<file path="config.mk">
export PLATFORM = sky130hd
export DESIGN_NAME = biquad_direct_form_two_filter
export DESIGN_NICKNAME = d
export VERILOG_FILES = /design/src/sv/bqdf2_pkg.sv /design/src/sv/biquad_direct_form_two_filter.sv
export SDC_FILE = /design/constraint.sdc
export NUM_CORES = 1
export LEC_CHECK = 0
export BUFFER_PORTS_ARGS = -buffer_cell sky130_fd_sc_hd__buf_2
export CAP_MARGIN = 0
export CORE_ASPECT_RATIO = 1.5
export CORE_UTILIZATION = 63
export CTS_CLUSTER_DIAMETER = 40
export DETAILED_ROUTE_END_ITERATION = 7
export GPL_ROUTABILITY_DRIVEN = 0
export PLACE_DENSITY = 0.92
export SETUP_SLACK_MARGIN = 0.3
export SLEW_MARGIN = 20
export SYNTH_ARGS = -nofsm -noshare
export SYNTH_HDL_FRONTEND = slang
export SYNTH_SLANG_ARGS = --single-unit
</file>
<file path="constraint.sdc">
create_clock -name clk_i -period 7.9 [get_ports clk_i]
set_clock_uncertainty 0.05 [all_clocks]
set_input_delay 0 -clock clk_i [delete_from_list [all_inputs] [get_ports clk_i]]
set_output_delay 0 -clock clk_i [all_outputs]
set_load 0.01 [all_outputs]
</file>
<file path="src/sv/bqdf2_pkg.sv">
// Shared types and constants for the bit-serial direct form II biquad.
package bqdf2_pkg;

  // Coefficient registers: signed Q4.20.
  localparam int unsigned COEFF_BITS = 24;
  localparam int unsigned NUM_REGS   = 5;
  localparam int unsigned REG_IDX_W  = 3;

  // Delay line entries and the accumulator.
  localparam int unsigned DELAY_BITS = 32;
  localparam int unsigned ACC_BITS   = 64;

  localparam int unsigned BIT_CNT_W  = $clog2(COEFF_BITS);
  localparam int unsigned TERM_W     = 3;

  // Register indexes on the configuration port.
  localparam logic [REG_IDX_W-1:0] REG_GAIN_ZERO    = 3'd0;
  localparam logic [REG_IDX_W-1:0] REG_GAIN_ONE     = 3'd1;
  localparam logic [REG_IDX_W-1:0] REG_GAIN_TWO     = 3'd2;
  localparam logic [REG_IDX_W-1:0] REG_FEEDBACK_ONE = 3'd3;
  localparam logic [REG_IDX_W-1:0] REG_FEEDBACK_TWO = 3'd4;

  // Product terms in the order they are accumulated.
  localparam logic [TERM_W-1:0] TERM_FB1 = 3'd0;
  localparam logic [TERM_W-1:0] TERM_FB2 = 3'd1;
  localparam logic [TERM_W-1:0] TERM_G0  = 3'd2;
  localparam logic [TERM_W-1:0] TERM_G1  = 3'd3;
  localparam logic [TERM_W-1:0] TERM_G2  = 3'd4;

  typedef enum logic [2:0] {
    ST_IDLE,
    ST_LOAD,
    ST_MAC,
    ST_ROUND_W,
    ST_ROUND_Y
  } bqdf2_state_e;

endpackage

</file>
<file path="src/sv/biquad_direct_form_two_filter.sv">
// One sample is processed at a time: a new input is accepted only in idle.
// Each of the five products takes a load step and then a shared shift-and-add
// unit (one coefficient bit per cycle); the rounding steps ST_ROUND_W and ST_ROUND_Y
// form the feedback value and the output, and ST_ROUND_Y waits while the output register is full.
// Reset (rst_ni low, asynchronous): coefficients and delay line go to zero,
// the sequencer returns to idle and the output register empties.
module biquad_direct_form_two_filter
  import bqdf2_pkg::*;
#(
  parameter int unsigned SAMPLE_BITS     = 24,
  parameter int unsigned COEFF_FRAC_BITS = 20,
  localparam int unsigned DATA_W = ((SAMPLE_BITS + 7) / 8) * 8
) (
  input  logic                  clk_i,
  input  logic                  rst_ni,
  // Input stream
  input  logic                  s_axis_tvalid_i,
  output logic                  s_axis_tready_o,
  input  logic [DATA_W-1:0]     s_axis_tdata_i,   // [SAMPLE_BITS-1:0] sample_in, rest zero
  input  logic                  s_axis_tuser_i,   // [0] clear_first
  // Output stream
  output logic                  m_axis_tvalid_o,
  input  logic                  m_axis_tready_i,
  output logic [DATA_W-1:0]     m_axis_tdata_o,   // [SAMPLE_BITS-1:0] sample_out, rest zero
  // Coefficient write port
  input  logic                  cfg_wr_en_i,
  input  logic [REG_IDX_W-1:0]  cfg_index_i,
  input  logic [COEFF_BITS-1:0] cfg_data_i
);

  localparam logic [BIT_CNT_W-1:0] LAST_BIT = BIT_CNT_W'(COEFF_BITS - 1);
  localparam logic signed [ACC_BITS-1:0] ROUND_HALF =
    ACC_BITS'(1) << (COEFF_FRAC_BITS - 1);

  // Sequencer and control state
  bqdf2_state_e          state_q, state_d;
  logic [TERM_W-1:0]     term_q, term_d;
  logic [BIT_CNT_W-1:0]  bit_q, bit_d;
  logic                  out_valid_q, out_valid_d;

  // Coefficients and delay line
  logic [COEFF_BITS-1:0] coeff_q [NUM_REGS];
  logic [DELAY_BITS-1:0] d1_q, d1_d;
  logic [DELAY_BITS-1:0] d2_q, d2_d;

  // Serial multiply-accumulate datapath
  logic signed [ACC_BITS-1:0] acc_q, acc_d;
  logic signed [ACC_BITS-1:0] mcand_q, mcand_d;
  logic [COEFF_BITS-1:0]      csr_q, csr_d;
  logic                       neg_q, neg_d;
  logic [DELAY_BITS-1:0]      w_q, w_d;
  logic [SAMPLE_BITS-1:0]     out_q, out_d;

  logic                       s_fire;
  logic                       out_free;
  logic                       sub_now;
  logic signed [ACC_BITS-1:0] rounded;
  logic [ACC_BITS-DELAY_BITS:0]  w_hi;
  logic [ACC_BITS-SAMPLE_BITS:0] y_hi;
  logic                       w_fits;
  logic                       y_fits;
  logic [DELAY_BITS-1:0]      w_sat;
  logic [SAMPLE_BITS-1:0]     y_sat;

  assign s_axis_tready_o = (state_q == ST_IDLE);
  assign s_fire          = s_axis_tvalid_i & s_axis_tready_o;
  assign out_free        = ~out_valid_q | m_axis_tready_i;
  assign m_axis_tvalid_o = out_valid_q;
  assign m_axis_tdata_o  = DATA_W'(out_q);

  // Round half up, then drop the fraction bits; saturate from the top bits.
  assign rounded = (acc_q + ROUND_HALF) >>> COEFF_FRAC_BITS;
  assign w_hi    = rounded[ACC_BITS-1:DELAY_BITS-1];
  assign y_hi    = rounded[ACC_BITS-1:SAMPLE_BITS-1];
  assign w_fits  = (&w_hi) | ~(|w_hi);
  assign y_fits  = (&y_hi) | ~(|y_hi);
  assign w_sat   = w_fits ? rounded[DELAY_BITS-1:0]
                          : {rounded[ACC_BITS-1], {(DELAY_BITS-1){~rounded[ACC_BITS-1]}}};
  assign y_sat   = y_fits ? rounded[SAMPLE_BITS-1:0]
                          : {rounded[ACC_BITS-1], {(SAMPLE_BITS-1){~rounded[ACC_BITS-1]}}};

  // The coefficient's top bit carries negative weight; feedback terms flip the sign.
  assign sub_now = (bit_q == LAST_BIT) ^ neg_q;

  always_comb begin
    state_d     = state_q;
    term_d      = term_q;
    bit_d       = bit_q;
    out_valid_d = out_valid_q;
    d1_d        = d1_q;
    d2_d        = d2_q;
    acc_d       = acc_q;
    mcand_d     = mcand_q;
    csr_d       = csr_q;
    neg_d       = neg_q;
    w_d         = w_q;
    out_d       = out_q;

    // Drop the held result once the downstream side takes it.
    if (out_valid_q && m_axis_tready_i) begin
      out_valid_d = 1'b0;
    end

    unique case (state_q)
      ST_IDLE: begin
        if (s_fire) begin
          // Seed the accumulator with x scaled to the coefficient fraction.
          acc_d = {{(ACC_BITS-SAMPLE_BITS){s_axis_tdata_i[SAMPLE_BITS-1]}},
                   s_axis_tdata_i[SAMPLE_BITS-1:0]} <<< COEFF_FRAC_BITS;
          if (s_axis_tuser_i) begin
            d1_d = '0;
            d2_d = '0;
          end
          term_d  = TERM_FB1;
          state_d = ST_LOAD;
        end
      end

      ST_LOAD: begin
        bit_d = '0;
        unique case (term_q)
          TERM_FB1: begin
            csr_d   = coeff_q[REG_FEEDBACK_ONE];
            mcand_d = {{(ACC_BITS-DELAY_BITS){d1_q[DELAY_BITS-1]}}, d1_q};
            neg_d   = 1'b1;
          end
          TERM_FB2: begin
            csr_d   = coeff_q[REG_FEEDBACK_TWO];
            mcand_d = {{(ACC_BITS-DELAY_BITS){d2_q[DELAY_BITS-1]}}, d2_q};
            neg_d   = 1'b1;
          end
          TERM_G0: begin
            csr_d   = coeff_q[REG_GAIN_ZERO];
            mcand_d = {{(ACC_BITS-DELAY_BITS){w_q[DELAY_BITS-1]}}, w_q};
            neg_d   = 1'b0;
          end
          TERM_G1: begin
            csr_d   = coeff_q[REG_GAIN_ONE];
            mcand_d = {{(ACC_BITS-DELAY_BITS){d1_q[DELAY_BITS-1]}}, d1_q};
            neg_d   = 1'b0;
          end
          default: begin
            csr_d   = coeff_q[REG_GAIN_TWO];
            mcand_d = {{(ACC_BITS-DELAY_BITS){d2_q[DELAY_BITS-1]}}, d2_q};
            neg_d   = 1'b0;
          end
        endcase
        state_d = ST_MAC;
      end

      ST_MAC: begin
        // One coefficient bit per cycle: add or subtract the shifted operand.
        if (csr_q[0]) begin
          acc_d = sub_now ? (acc_q - mcand_q) : (acc_q + mcand_q);
        end
        mcand_d = mcand_q <<< 1;
        csr_d   = csr_q >> 1;
        bit_d   = bit_q + 1'b1;
        if (bit_q == LAST_BIT) begin
          priority if (term_q == TERM_FB2) begin
            state_d = ST_ROUND_W;
          end else if (term_q == TERM_G2) begin
            state_d = ST_ROUND_Y;
          end else begin
            term_d  = term_q + 1'b1;
            state_d = ST_LOAD;
          end
        end
      end

      ST_ROUND_W: begin
        w_d     = w_sat;
        acc_d   = '0;
        term_d  = TERM_G0;
        state_d = ST_LOAD;
      end

      ST_ROUND_Y: begin
        // Hold here until the output register can take the sample.
        if (out_free) begin
          out_d       = y_sat;
          out_valid_d = 1'b1;
          d2_d        = d1_q;
          d1_d        = w_q;
          state_d     = ST_IDLE;
        end
      end

      default: begin
        state_d = ST_IDLE;
      end
    endcase
  end

  // Control state, coefficients and delay line
  always_ff @(posedge clk_i or negedge rst_ni) begin
    if (!rst_ni) begin
      state_q     <= ST_IDLE;
      term_q      <= TERM_FB1;
      bit_q       <= '0;
      out_valid_q <= 1'b0;
      d1_q        <= '0;
      d2_q        <= '0;
      for (int i = 0; i < NUM_REGS; i++) begin
        coeff_q[i] <= '0;
      end
    end else begin
      state_q     <= state_d;
      term_q      <= term_d;
      bit_q       <= bit_d;
      out_valid_q <= out_valid_d;
      d1_q        <= d1_d;
      d2_q        <= d2_d;
      // Indexes past the last register are ignored.
      if (cfg_wr_en_i) begin
        unique case (cfg_index_i)
          REG_GAIN_ZERO:    coeff_q[REG_GAIN_ZERO]    <= cfg_data_i;
          REG_GAIN_ONE:     coeff_q[REG_GAIN_ONE]     <= cfg_data_i;
          REG_GAIN_TWO:     coeff_q[REG_GAIN_TWO]     <= cfg_data_i;
          REG_FEEDBACK_ONE: coeff_q[REG_FEEDBACK_ONE] <= cfg_data_i;
          REG_FEEDBACK_TWO: coeff_q[REG_FEEDBACK_TWO] <= cfg_data_i;
          default: ;
        endcase
      end
    end
  end

  // Datapath payload
  always_ff @(posedge clk_i) begin
    acc_q   <= acc_d;
    mcand_q <= mcand_d;
    csr_q   <= csr_d;
    neg_q   <= neg_d;
    w_q     <= w_d;
    out_q   <= out_d;
  end

endmodule

</file>
# After elaboration in Yosys (flattened, before gate mapping)
# Index checks and enable logic that the tools add are counted.
# word_totals
ff_bits	405
output_inout_bits	26
wordCells	106
# classes
n_addsub	5
n_eq_ne	20
muxes	32
n_bitwise	9
n_reduce_logical	23
# op_table
cell	n
case mux 64 bit (2 select lines)	2
two-way mux 64 bit	3
case mux 64 bit (3 select lines)	1
two-way mux 32 bit	5
case mux 32 bit (2 select lines)	2
case mux 24 bit (4 select lines)	1
adder 64 x 21 -> 64 bit (second input constant)	1
adder 64 bit	1
subtractor 64 bit	1
case mux 24 bit (2 select lines)	1
two-way mux 3 bit	9
two-way mux 24 bit	1
AND reduction 21 bit	1
OR reduction 21 bit	1
equality test 3 x 2 -> 1 bit (second input constant)	6
case mux 3 bit (5 select lines)	1
AND reduction 13 bit	1
OR reduction 13 bit	1
AND reduction 2 bit	6
inequality test 2 bit (second input constant)	5
case mux 5 bit (2 select lines)	1
equality test 3 x 1 -> 1 bit (second input constant)	3
equality test 3 bit (second input constant)	3
logical NOT 3 bit	3
17 further kinds	29

# Depth between registers and ports, before layout
# depth
depth_word	5
mapped_depth	20
depth_no_buf	19

# Worst setup path before layout
# Ideal clock, no wire load.
# synth_path
path_type	reg2reg
from	register state_q[1]
to	register acc_q[0], enable pin
setup_ns	0.565
arrival_ns	5.885
path_slack_ns	1.399
stages_incl_launch_ff	8
n_path_buf	3
synth_period_minus_slack_ns	6.501
path_cell_list	dfrtp_1 > nand2b_1 > clkbuf_1 > nand2b_1 > clkbuf_1 > clkbuf_1 > nor2_1 > nor3_1
# synth_between
elab_chain_len	4
# synth_lines
element	line_no	text
from (decl)	biquad_direct_form_two_filter.sv:36	bqdf2_state_e state_q, state_d;
from (signal assigned)	biquad_direct_form_two_filter.sv:208	state_q <= state_d;
logical NOT 3 bit	biquad_direct_form_two_filter.sv:65, biquad_direct_form_two_filter.sv:104	
bitwise AND 1 bit	biquad_direct_form_two_filter.sv:66	assign s_fire = s_axis_tvalid_i & s_axis_tready_o;
inequality test 2 x 1 -> 1 bit (no line)	--	
AND reduction 3 bit (no line) *	--	
to (signal assigned)	biquad_direct_form_two_filter.sv:230	acc_q <= acc_d;
to (decl)	biquad_direct_form_two_filter.sv:47	logic signed [ACC_BITS-1:0] acc_q, acc_d;
# Mark *: on every way between the ends. The rest lies on a longest branch, timed or not.
# A chain may end at the register's enable or synchronous reset.

# Worst setup path in the final report
# layout_path
from	register mcand_q[21]
to	register acc_q[53] (data pin)
# layout_between
elab_chain_len	4
# layout_lines
element	line_no	text
from (decl)	biquad_direct_form_two_filter.sv:48	logic signed [ACC_BITS-1:0] mcand_q, mcand_d;
from (signal assigned)	biquad_direct_form_two_filter.sv:231	mcand_q <= mcand_d;
adder 64 bit / subtractor 64 bit (equally long branches)	biquad_direct_form_two_filter.sv:154	acc_d = sub_now ? (acc_q - mcand_q) : (acc_q + mcand_q);
two-way mux 64 bit *	biquad_direct_form_two_filter.sv:154	
two-way mux 64 bit *	biquad_direct_form_two_filter.sv:153	if (csr_q[0]) begin
case mux 64 bit (3 select lines) *	biquad_direct_form_two_filter.sv:104	unique case (state_q)
net acc_d[53]	biquad_direct_form_two_filter.sv:47	
# Mark *: on every way through the listed nets, which the timed path passes. The rest lies on a longest branch. The select of a mux whose other input is x is not followed.

==> results.md <==
- The flow ran to the end, and the final reports show no timing, DRC or antenna violations.
- STA classifies the critical path endpoint as a flip-flop.
- For this run, the total global-route usage over all layers was measured as 37.1%.
- For this block, wires on met1 add up to 22000 um.
- The total CTS buffers is 43.
- Counting flops with a built-in enable in the synthesized netlist gives 209.
- Wires add up to 65900 um.
- The hold violation count in the final report was 0.
- STA puts the critical path data arrival time at 6730 ps.
- The area of the multi-input gates is 11000 um^2.
- The cell type group with the largest total delay on the critical path is simple AND/OR/NAND/NOR gates.
- The mean number of vias per cell is 6.93.
- The max-capacitance violation count is 0.
- Cells with a size suffix above 1 make up 15.5% of the layout.
- After the last flow step, the layout net total stands at 2325.
- The overall die area is 36800 um^2.
- The area of the core is 35200 um^2.
- The type of the most critical hold path is input port to async pin.
- Timing would allow up to 154 MHz.
- The worst path uses 82.4% of the clock period.
- Row generation in the floorplan step produced 84 rows.
- The headroom to the max-slew limit is 20.6%.
- Clock tree synthesis selected as its root buffer the cell sky130_fd_sc_hd__clkbuf_16.
- Summed over all nets, the half-perimeter wirelength after detailed placement is 41700 um.
- Setup violations remaining at the end of the flow were counted as 0.
- Wire segments on met2 add up to 31500 um in the final route.
- The count of final max-slew check failures is 0.
- The main flop type after synthesis is sky130_fd_sc_hd__edfxtp_1.
- Signal routing reaches up to met5.
- The initial antenna violation count is 3.
- The detailed router finished its first iteration with 2264 violations.
- The count of fill cells added during filler insertion is 2190.
- The first-pass GRT wire length is 104000 um.
- Summed over all failing endpoints, the final setup total negative slack is 0 ps.
- The fraction of registers with async set/reset is 48.4%.
- Measured along the x axis, the die boundary spans 157 um.
- The critical path launch point type is a flip-flop.
- Entering global routing, the biggest net connects 122 pins.
- The via count of the routed design is 18700.
- The highest net fanout along the worst path is 8.
- The most numerous cell on the critical path is sky130_fd_sc_hd__o21ai_0.
- The maximum single-stage delay on the critical path is 820 ps.
- The number of buffers and inverters on the critical path is 0.
- Clock-pin slew was measured on the worst setup and hold paths at 60 ps.
- The minimum period implied by the final worst setup slack is 6510 ps.
- CTS built an H-tree with a depth of 2.
- The total overflow left after global routing is 0.
- The area taken by flip-flops and latches is 11200 um^2.
- The largest family of logic cells by synthesized area is compound AO/OA/AOI/OAI gates.
- Setup repair after global routing left no endpoint under its margin.
- The number of buffers on the longest clock path is 3.
- The latest clock arrival within the worst-skew pair is 590 ps.
- The transition at the pin with the smallest max-transition slack is 1190 ps.
- TritonCTS built the clock tree.
- The count of nets left with antenna violations once routing finished came out at 0.
- The post-synthesis cell count is 2119.
- The worst setup path is of the flip-flop to flip-flop kind.
- The area growth from synthesis to layout is 11.9%.
- The number of gates resized after CTS was 0.
- After synthesis, the share of cell area in mux cells is 7.12%.
- The number of sinks on the clock net is 405.
- The die is 234 um tall.
- The first TritonRoute pass finished after 8 iterations.
- The critical register-to-register path endpoint is acc_q[53].
- The number of global-route vias before repair was 18800.
- The fraction of the yosys area taken by sequential cells is 49.3%.
- The remaining routing DRC violations is 0.
- The Yosys warning count is 0.
- The endpoint required time on the critical path is 8120 ps.
- The count of buffers from port buffering is 82.
- After detailed routing, the average wire length per cell comes to 24.4 um.
- The flip-flop and latch count after synthesis is 405.
- Traced cell by cell, the critical path runs through nor4_1, nor2b_1, nand3_1, nor2_1, nor2_1, xnor2_1, ha_1, a21o_1, a21oi_1, o21ai_0, or4_1, a2111o_1, o21ai_1, o21ai_0, a21boi_0, xor2_1, o21ai_0.
- Summing the areas of all and, or, nand and nor instances in the mapped netlist gives 12.2% of the synthesized area.
- Summing every instance area after synthesis gives 22700 um^2.
- The met3 wirelength from detailed routing is 6550 um.
- The initial utilization of the core area, before any placement, comes to 64.4%.
- The startpoint identified for the worst register-to-register timing path is mcand_q[21].
- The average instance in the mapped netlist occupies 10.7 um^2.
- For the worst flop-to-flop path, the logic depth is 17.
- The share of synthesized cell area in full adder, half adder and majority cells is 4.01%.
- The xor-xnor portion of the synthesized cell area is 6.25%.
- The number of nets handed over by synthesis was 2248.
- On the critical path, the stage with the largest delay is an instance of sky130_fd_sc_hd__xnor2_1.
- Yosys mapped the design onto 81 distinct sky130hd cell types.
- The synthesized netlist devotes 18.2% of its cell area to compound gates.
- The setup check on the worst reg-to-reg path leaves a slack of 1390 ps.
- During I/O placement, the number of pins put on the boundary was 83.
- Post-CTS timing repair inserted 0 buffers for setup.
==> layer usage <==
| metal | track usage (%) | vias up |
|---|---|---|
| met5 | 0 | - |
| met4 | 29.7 | 2 |
| met3 | 10.2 | 416 |
| met2 | 60.7 | 1287 |
| met1 | 40.6 | 8956 |
| li1 | - | 8081 |
==> worst register-to-register path: stages, from the launching register on <==
cell                       delay, ps
sky130_fd_sc_hd__edfxtp_1        560
sky130_fd_sc_hd__nor4_1          760
sky130_fd_sc_hd__nor2b_1         300
sky130_fd_sc_hd__nand3_1         160
sky130_fd_sc_hd__nor2_1          300
sky130_fd_sc_hd__nor2_1           90
sky130_fd_sc_hd__xnor2_1         820
sky130_fd_sc_hd__ha_1            490
sky130_fd_sc_hd__a21o_1          220
sky130_fd_sc_hd__a21oi_1         170
sky130_fd_sc_hd__o21ai_0         200
sky130_fd_sc_hd__or4_1           560
sky130_fd_sc_hd__a2111o_1        390
sky130_fd_sc_hd__o21ai_1         430
sky130_fd_sc_hd__o21ai_0         210
sky130_fd_sc_hd__a21boi_0        250
sky130_fd_sc_hd__xor2_1          170
sky130_fd_sc_hd__o21ai_0          90
==> per-stage QoR <==
| stage | hold slack [ps] | setup WS [ps] | cell area (um^2) | utilization [%] | instances |
|---|---|---|---|---|---|
| after floorplan | -346 | 1400 | 22700 | - | 2119 |
| after global placement | 135 | 2180 | 23500 | 66.7 | 2574 |
| after detailed placement | 162 | 1990 | 23500 | 66.7 | 2574 |
| after CTS | 107 | 1940 | 25400 | 72.0 | 2704 |
| after global routing | 148 | 1200 | 25400 | 72.0 | 2705 |
| final | 62.2 | 1390 | 25400 | 72.0 | 2706 |
==> worst max path at each step <==
| stage | startpoint | to | slack, ps | cells after the start |
|---|---|---|---|---|
| floorplan | state_q[1] | acc_q[0] | 1400 | 7 |
| global route | bit_q[0] | acc_q[37] | 1200 | 17 |
| finish | mcand_q[21] | acc_q[53] | 1390 | 17 |
| detailed placement | bit_q[0] | acc_q[37] | 1990 | 17 |
| CTS | bit_q[0] | acc_q[37] | 1940 | 17 |
| global placement | bit_q[0] | acc_q[37] | 2180 | 17 |
==> cell type report <==
type	instances	share of cell area, %
diodes	2	0.0197
multi-input cells	1553	43.2
inverters	35	0.523
flip-flops and latches	405	44.1
repair buffers	158	4.40
clock buffers	52	4.45
clock inverters	28	0.957
well taps	473	2.33
==> kinds of logic after synthesis <==
family,after synthesis
compound gates,614
simple gates,560
mux,146
buf+inv,161
xor+xnor,161
fa+ha+maj,72
flops,405
==> placed cells by master, fill, tap and decap left out, drive strengths merged, types with 15 or more instances in the layout <==
master / instances
ha: 71
a221oi: 24
mux2: 122
nor3: 31
nand2: 162
buf: 107
nand4: 25
o31ai: 19
dlygate4sd3: 50
and3: 20
nand3: 54
inv: 44
edfxtp: 209
a21oi: 129
a22oi: 34
clkbuf: 53
mux2i: 24
nor2: 152
a22o: 90
xnor2: 78
nand2b: 18
clkinv: 15
a21o: 67
o21ai: 110
a31oi: 66
nor2b: 17
xor2: 83
nor4: 15
dfrtp: 196
==> cell usage after synthesis, types with 19 or more instances <==
cell | number | share of area [%]
sky130_fd_sc_hd__a21o_1 | 67 | 2.2
sky130_fd_sc_hd__a22oi_1 | 34 | 1.1
sky130_fd_sc_hd__nor3_1 | 31 | 0.68
sky130_fd_sc_hd__xor2_1 | 83 | 3.2
sky130_fd_sc_hd__edfxtp_1 | 209 | 28
sky130_fd_sc_hd__nand2_1 | 162 | 2.7
sky130_fd_sc_hd__mux2i_1 | 24 | 1.1
sky130_fd_sc_hd__nand4_1 | 23 | 0.63
sky130_fd_sc_hd__clkbuf_1 | 111 | 1.8
sky130_fd_sc_hd__nor2_1 | 152 | 2.5
sky130_fd_sc_hd__o31ai_1 | 19 | 0.63
sky130_fd_sc_hd__xnor2_1 | 77 | 3.0
sky130_fd_sc_hd__o21ai_0 | 108 | 2.4
sky130_fd_sc_hd__a221oi_1 | 24 | 0.93
sky130_fd_sc_hd__a22o_1 | 90 | 3.5
sky130_fd_sc_hd__mux2_2 | 121 | 6.0
sky130_fd_sc_hd__a21oi_1 | 129 | 2.8
sky130_fd_sc_hd__a31oi_1 | 64 | 1.8
sky130_fd_sc_hd__nand3_1 | 51 | 1.1
sky130_fd_sc_hd__dfrtp_1 | 196 | 22
sky130_fd_sc_hd__inv_1 | 35 | 0.58
sky130_fd_sc_hd__ha_1 | 71 | 3.9
==> flip-flops by register name (all words and copies together) (netlist names) <==
signal           flops
coeff_q            120
acc_q               64
mcand_q             64
d1_q                32
d2_q                32
w_q                 32
csr_q               24
m_axis_tdata_o      24
bit_q                5
state_q              3
term_q               3
m_axis_tvalid_o      1
neg_q                1
==> what timing repair did <==
item                                    4_1_cts  5_1_grt
endpoints found under the hold margin       266        0
endpoints found under the setup margin        0        0
hold buffers                                 50        0
Power is left out: the tool's default activity adds up to more than one toggle a clock period on the data nets, which glitch-free logic cannot reach.
